File: src/hdl/dns_query_validator_macros.svh
// Assertion macros shared by the DNS query validator
`ifndef DNS_QUERY_VALIDATOR_MACROS_SVH
`define DNS_QUERY_VALIDATOR_MACROS_SVH

// Same-cycle implication, reset masked
`define DQV_ASSERT_NOW(lbl, ante, cons, msg) \
  lbl: assert property (@(posedge clk_i) disable iff (!rst_ni) (ante) |-> (cons)) \
    else $error(msg);

// Next-cycle implication, reset masked
`define DQV_ASSERT_NEXT(lbl, ante, cons, msg) \
  lbl: assert property (@(posedge clk_i) disable iff (!rst_ni) (ante) |=> (cons)) \
    else $error(msg);

`endif

File: src/hdl/dqv_pkg.sv
// Types and constants of the DNS query validator
`timescale 1ns / 1ps
package dqv_pkg;

  localparam int CfgW   = 14;
  localparam int HdrLen = 12;
  localparam int QtcLen = 5;   // terminator or pointer low byte plus QTYPE/QCLASS

  localparam logic [1:0] VERDICT_ACCEPT = 2'd0;
  localparam logic [1:0] VERDICT_DROP   = 2'd1;
  localparam logic [1:0] VERDICT_ERROR  = 2'd2;

  localparam logic [1:0] REG_MAX_LEN    = 2'd0;
  localparam logic [1:0] REG_DROP_MULTI = 2'd1;
  localparam logic [1:0] REG_DROP_LARGE = 2'd2;
  localparam logic [1:0] REG_DROP_LONG  = 2'd3;

  localparam logic [7:0] PTR_MARK    = 8'hC0;
  localparam logic [7:0] LABEL_LIMIT = 8'd63;

  typedef struct packed {
    logic       wr;         // store accepted byte
    logic       eval_clr;   // start of evaluation
    logic       set_verdict;
    logic [1:0] verdict;
    logic       walk_init;
    logic       name_init;
    logic       rd;         // read byte at walk position
    logic       rd_next;    // read byte after walk position
    logic       step_data;  // consume length or name byte, or capture pointer high byte
    logic       step_ptr;   // follow compression pointer
    logic       name_done;
    logic       emit;
  } cmd_t;

  typedef struct packed {
    logic short_msg;
    logic hdr_drop;
    logic qc_zero;
    logic pos_fault;
    logic is_len_pos;
    logic c_zero;
    logic c_ptr;
    logic ptr_oob;
    logic name_drop;
    logic last_q;
    logic out_free;
  } sts_t;

endpackage

File: src/hdl/dqv_ctrl.sv
// Sequencing state machine of the DNS query validator
`timescale 1ns / 1ps
module dqv_ctrl (
  input  logic          clk_i,
  input  logic          rst_ni,
  input  logic          in_valid_i,
  input  logic          last_byte_i,
  output logic          in_ready_o,
  input  dqv_pkg::sts_t sts_i,
  output dqv_pkg::cmd_t cmd_o
);
  import dqv_pkg::*;

  localparam logic [3:0] S_LOAD  = 4'd0;
  localparam logic [3:0] S_EVAL  = 4'd1;
  localparam logic [3:0] S_NINIT = 4'd2;
  localparam logic [3:0] S_CHECK = 4'd3;
  localparam logic [3:0] S_DATA  = 4'd4;
  localparam logic [3:0] S_PTR   = 4'd5;
  localparam logic [3:0] S_NEND  = 4'd6;
  localparam logic [3:0] S_DONE  = 4'd7;

  logic [3:0] state_q, state_d;

  always_ff @(posedge clk_i or negedge rst_ni) begin
    if (!rst_ni) begin
      state_q <= S_LOAD;
    end else begin
      state_q <= state_d;
    end
  end

  always_comb begin
    state_d    = state_q;
    cmd_o      = '0;
    in_ready_o = 1'b0;
    case (state_q)
      S_LOAD: begin
        in_ready_o = 1'b1;
        if (in_valid_i) begin
          cmd_o.wr = 1'b1;
          if (last_byte_i) state_d = S_EVAL;
        end
      end
      S_EVAL: begin
        cmd_o.eval_clr = 1'b1;
        if (sts_i.short_msg) begin
          cmd_o.set_verdict = 1'b1;
          cmd_o.verdict     = VERDICT_ERROR;
          state_d           = S_DONE;
        end else if (sts_i.hdr_drop) begin
          cmd_o.set_verdict = 1'b1;
          cmd_o.verdict     = VERDICT_DROP;
          state_d           = S_DONE;
        end else if (sts_i.qc_zero) begin
          state_d = S_DONE;
        end else begin
          cmd_o.walk_init = 1'b1;
          state_d         = S_NINIT;
        end
      end
      S_NINIT: begin
        cmd_o.name_init = 1'b1;
        state_d         = S_CHECK;
      end
      S_CHECK: begin
        if (sts_i.pos_fault) begin
          cmd_o.set_verdict = 1'b1;
          cmd_o.verdict     = VERDICT_ERROR;
          state_d           = S_DONE;
        end else begin
          cmd_o.rd = 1'b1;
          state_d  = S_DATA;
        end
      end
      S_DATA: begin
        if (sts_i.is_len_pos && sts_i.c_zero) begin
          state_d = S_NEND;
        end else if (sts_i.is_len_pos && sts_i.c_ptr) begin
          if (sts_i.ptr_oob) begin
            cmd_o.set_verdict = 1'b1;
            cmd_o.verdict     = VERDICT_ERROR;
            state_d           = S_DONE;
          end else begin
            cmd_o.rd_next   = 1'b1;
            cmd_o.step_data = 1'b1;
            state_d         = S_PTR;
          end
        end else begin
          cmd_o.step_data = 1'b1;
          state_d         = S_CHECK;
        end
      end
      S_PTR: begin
        cmd_o.step_ptr = 1'b1;
        state_d        = S_CHECK;
      end
      S_NEND: begin
        cmd_o.name_done = 1'b1;
        if (sts_i.name_drop) begin
          cmd_o.set_verdict = 1'b1;
          cmd_o.verdict     = VERDICT_DROP;
          state_d           = S_DONE;
        end else if (sts_i.last_q) begin
          state_d = S_DONE;
        end else begin
          state_d = S_NINIT;
        end
      end
      S_DONE: begin
        if (sts_i.out_free) begin
          cmd_o.emit = 1'b1;
          state_d    = S_LOAD;
        end
      end
      default: state_d = S_LOAD;
    endcase
  end

endmodule

File: config.mk
export PLATFORM = sky130hd
export DESIGN_NAME = dqv_ctrl
export DESIGN_NICKNAME = d
export VERILOG_FILES = /design/src/hdl/dns_query_validator_macros.svh /design/src/hdl/dqv_pkg.sv /design/src/hdl/dqv_ctrl.sv
export SDC_FILE = /design/constraint.sdc
export NUM_CORES = 1
export LEC_CHECK = 0
export ABC_CLOCK_PERIOD_IN_PS = 4000
export BUFFER_PORTS_ARGS = -buffer_cell sky130_fd_sc_hd__buf_2
export CORE_AREA = 3 3 40 42
export DETAILED_ROUTE_END_ITERATION = 8
export DIE_AREA = 0 0 43 45
export PLACE_DENSITY_LB_ADDON = 0.2
export SETUP_SLACK_MARGIN = 0.1
export SLEW_MARGIN = 20
export SYNTH_ARGS = -nofsm -noshare
export SYNTH_HDL_FRONTEND = slang
export SYNTH_SLANG_ARGS = --single-unit
File: constraint.sdc
create_clock -name clk_i -period 4 [get_ports clk_i]
set_input_delay 0.6 -clock clk_i [delete_from_list [all_inputs] [get_ports clk_i]]
set_output_delay 0.6 -clock clk_i [all_outputs]
set_load 0.01 [all_outputs]
==> flow_summary_export.csv <==
group,metric,value,unit
global_route,overflow,0,
synth,syn_avg_cell_area,6.97,um^2
clock_tree,clock-sinks,3,
critical_path,path_max_fanout,16,
finish,diodes,0,
global_route,grt_max_degree,17,
sta,setup_tns,0,ns
power,leakage,0.298,nW
finish,seq_area,75.1,um^2
drt,wl_per_cell,10.5,um
clock_tree,clock_latency,0.23,ns
finish,layout-drive-gt1-share,43.5,%
drt,ant_nets,0,
global_route,grt_pass1_vias,435,
critical_path,crit_arrival,1.60,ns
power,irDropWorstVdd,0.186,mV
drt,met1_length,492,um
finish,layout_commonest_cell,"buf_2",
global_route,grtUsageTotal,11.6,%
synth,post_synth_num_cell_types,28,
power,p_per_area,603,nW/um^2
critical_path,cpMaxStageDelayCell,"dfrtp_1",
critical_path,cp.required,3.40,ns
drt,dr_wl_met2,488,um
synth,synth-seq-cells,3,
placement,dpl.hpwl,817,um
finish,largest_register_ffs,3,
finish,finalNonFillerCells,100,
floorplanning,coreArea,1280,um^2
sta,layout_worst_path_cycle_share,55.0,%
finish,regMostFlops,"state_q",
floorplanning,die_h,45,um
synth,synth_ff_type,"dfrtp_1",
critical_path,path_class,"register to primary output",
drt,first_pass_iters,2,
sta,hold_slack,0.152,ns
sta,finClkSkew,0.00418,ns
finish,area_growth,40.4,%
synth,synthTopCellsByArea,"dfrtp_1 19%, nand2_1 8.7%, nor2_1 6.7%",
drt,routed_wl,1.05,mm
sta,fmax,454,MHz
synth,netlist_area,390,um^2
clock_tree,numCtsBuffers,3,
worst_hold_path,hold_class,"input pin to async pin",
sta,period_minus_slack,2.20,ns
floorplanning,die_w,43,um
drt,drtIter0Drc,9,
placement,place_congestion,0.762,
floorplanning,io-pin-count,29,
drt,viasPerCell,4.76,
sta,setup_viol,0,
sta,finalMaxSlewViolations,0,
finish,multi_input_area,277,um^2
synth,synth_fp_nets,71,
synth,synth_largest_area_cell,"dfrtp_1",
synth,synthCells,56,
clock_tree,cts_buffer_depth,2,
critical_path,r2r_start,"state_q[2]",
clock_tree,cts_tree,"built",
floorplanning,dieArea,1940,um^2
finish,reg.largest.list,"state_q (3)",
finish,final_cell_mix,"28 x buf_2, 9 x nand2_1, 7 x nor2_1",
finish,nets,101,
clock_tree,holdBufCountCts,0,
critical_path,cpPeakStageDelay,0.54,ns
global_route,grt_pass1_wl,1.77,mm
placement,portBuffers,28,
critical_path,startpoint,"state_q[2]",
sta,finalHoldViolCount,0,
critical_path,end_kind,"primary output",
clock_tree,htree_num_levels,1,
sta,tightest_slew,0.461,ns
synth,synth_top_area_share,19.2,%
clock_tree,clk_pin_slew,0.04,ns
drt,wl_met3,66,um
drt,via_count,476,
global_route,antenna_found_initial,0,
clock_tree,root_buffer,"clkbuf_4",
critical_path,start_kind,"register",
synth,synth_warnings,0,
synth,ys_seq_area_share,19.2,%
finish,num-fill-cells,147,
critical_path,worstPathCellList,"or3b_4, inv_1, a32o_1, buf_2",
drt,top_layer,"met3",
drt,drc_errors,0,
outcome,outcome,"completed",
floorplanning,rows,13,
flow_run,maxCapViolCount,0,
clock_tree,postCtsSetupRepairBufs,0,
clock_tree,ctsResizeCount,0,
synth,synthArstFlopShare,100,%
floorplanning,start_util,30.4,%
placement,dpl_cell_area,522,um^2
placement,placed_cells,96,
finish,final_cell_area,548,um^2
synth,synth_edf_count,0,
sta,rsz0062_at_grt,"false",
sta,relSlewSlack,69.3,%
[worst paths after layout]
| check | depth (start not counted) | end | slack (ns) |
|---|---|---|---|
| min in group clk_i | 2 | state_q[0] | 0.60 |
| max in group asynchronous | 1 | state_q[1] | 3.74 |
| hold / removal | 1 | state_q[0] | 0.15 |
| hold reg to reg | 2 | state_q[0] | 0.73 |
| setup / recovery | 4 | cmd_o[8] | 1.80 |
| setup reg to reg | 4 | state_q[0] | 2.54 |
[routing by layer]
layer	vias to the layer above	track usage, %
li1	258	-
met1	201	15.5
met2	17	19.8
met3	0	1.20
met4	0	3.61
met5	-	0
[kinds of logic after synthesis]
| logic type | count (synthesis) | synth area share, % |
|---|---|---|
| buf+inv | 6 | 9.93 |
| simple gates | 32 | 43.9 |
| compound gates | 15 | 26.9 |
| flops | 3 | 19.2 |
[power by group]
part / leakage, nW / switching, mW / internal, mW
clock network: 0.0150 / 0.0155 / 0.0374
registers: 0.0338 / 0.0441 / 0.0452
logic: 0.249 / 0.0935 / 0.0948
total: 0.298 / 0.153 / 0.177
[critical path: cells and delay by family (launching register included)]
kind	cells	cell delay [ns]
flip-flops	1	0.54
AND/OR/NAND/NOR	1	0.47
buffers and inverters	2	0.20
AO/OA/AOI/OAI	1	0.15
[stage by stage]
step	worst slack [ns]	util, %	total power, mW
floorplan	2.17	-	0.233
global placement	2.07	40.6	0.278
detailed placement	2.04	40.6	0.279
CTS	1.80	42.6	0.335
global route	1.72	42.6	0.362
finish	1.80	42.6	0.330
[area by class of cell]
| class | instances | share of cell area [%] |
|---|---|---|
| multi-input combinational | 47 | 50.5 |
| timing repair buffer | 28 | 25.6 |
| sequential | 3 | 13.7 |
| clock buffer | 4 | 4.79 |
| tap | 15 | 3.42 |
| inverter | 3 | 2.05 |
[Yosys cell counts, types with 2 or more instances]
library cell	count
nor3_1	3
a21oi_1	5
nand3_1	3
dfrtp_1	3
inv_1	3
o21ai_0	2
buf_6	2
nor2_1	7
nand2_1	9
Note: power is estimated with default switching activity, not from simulation.
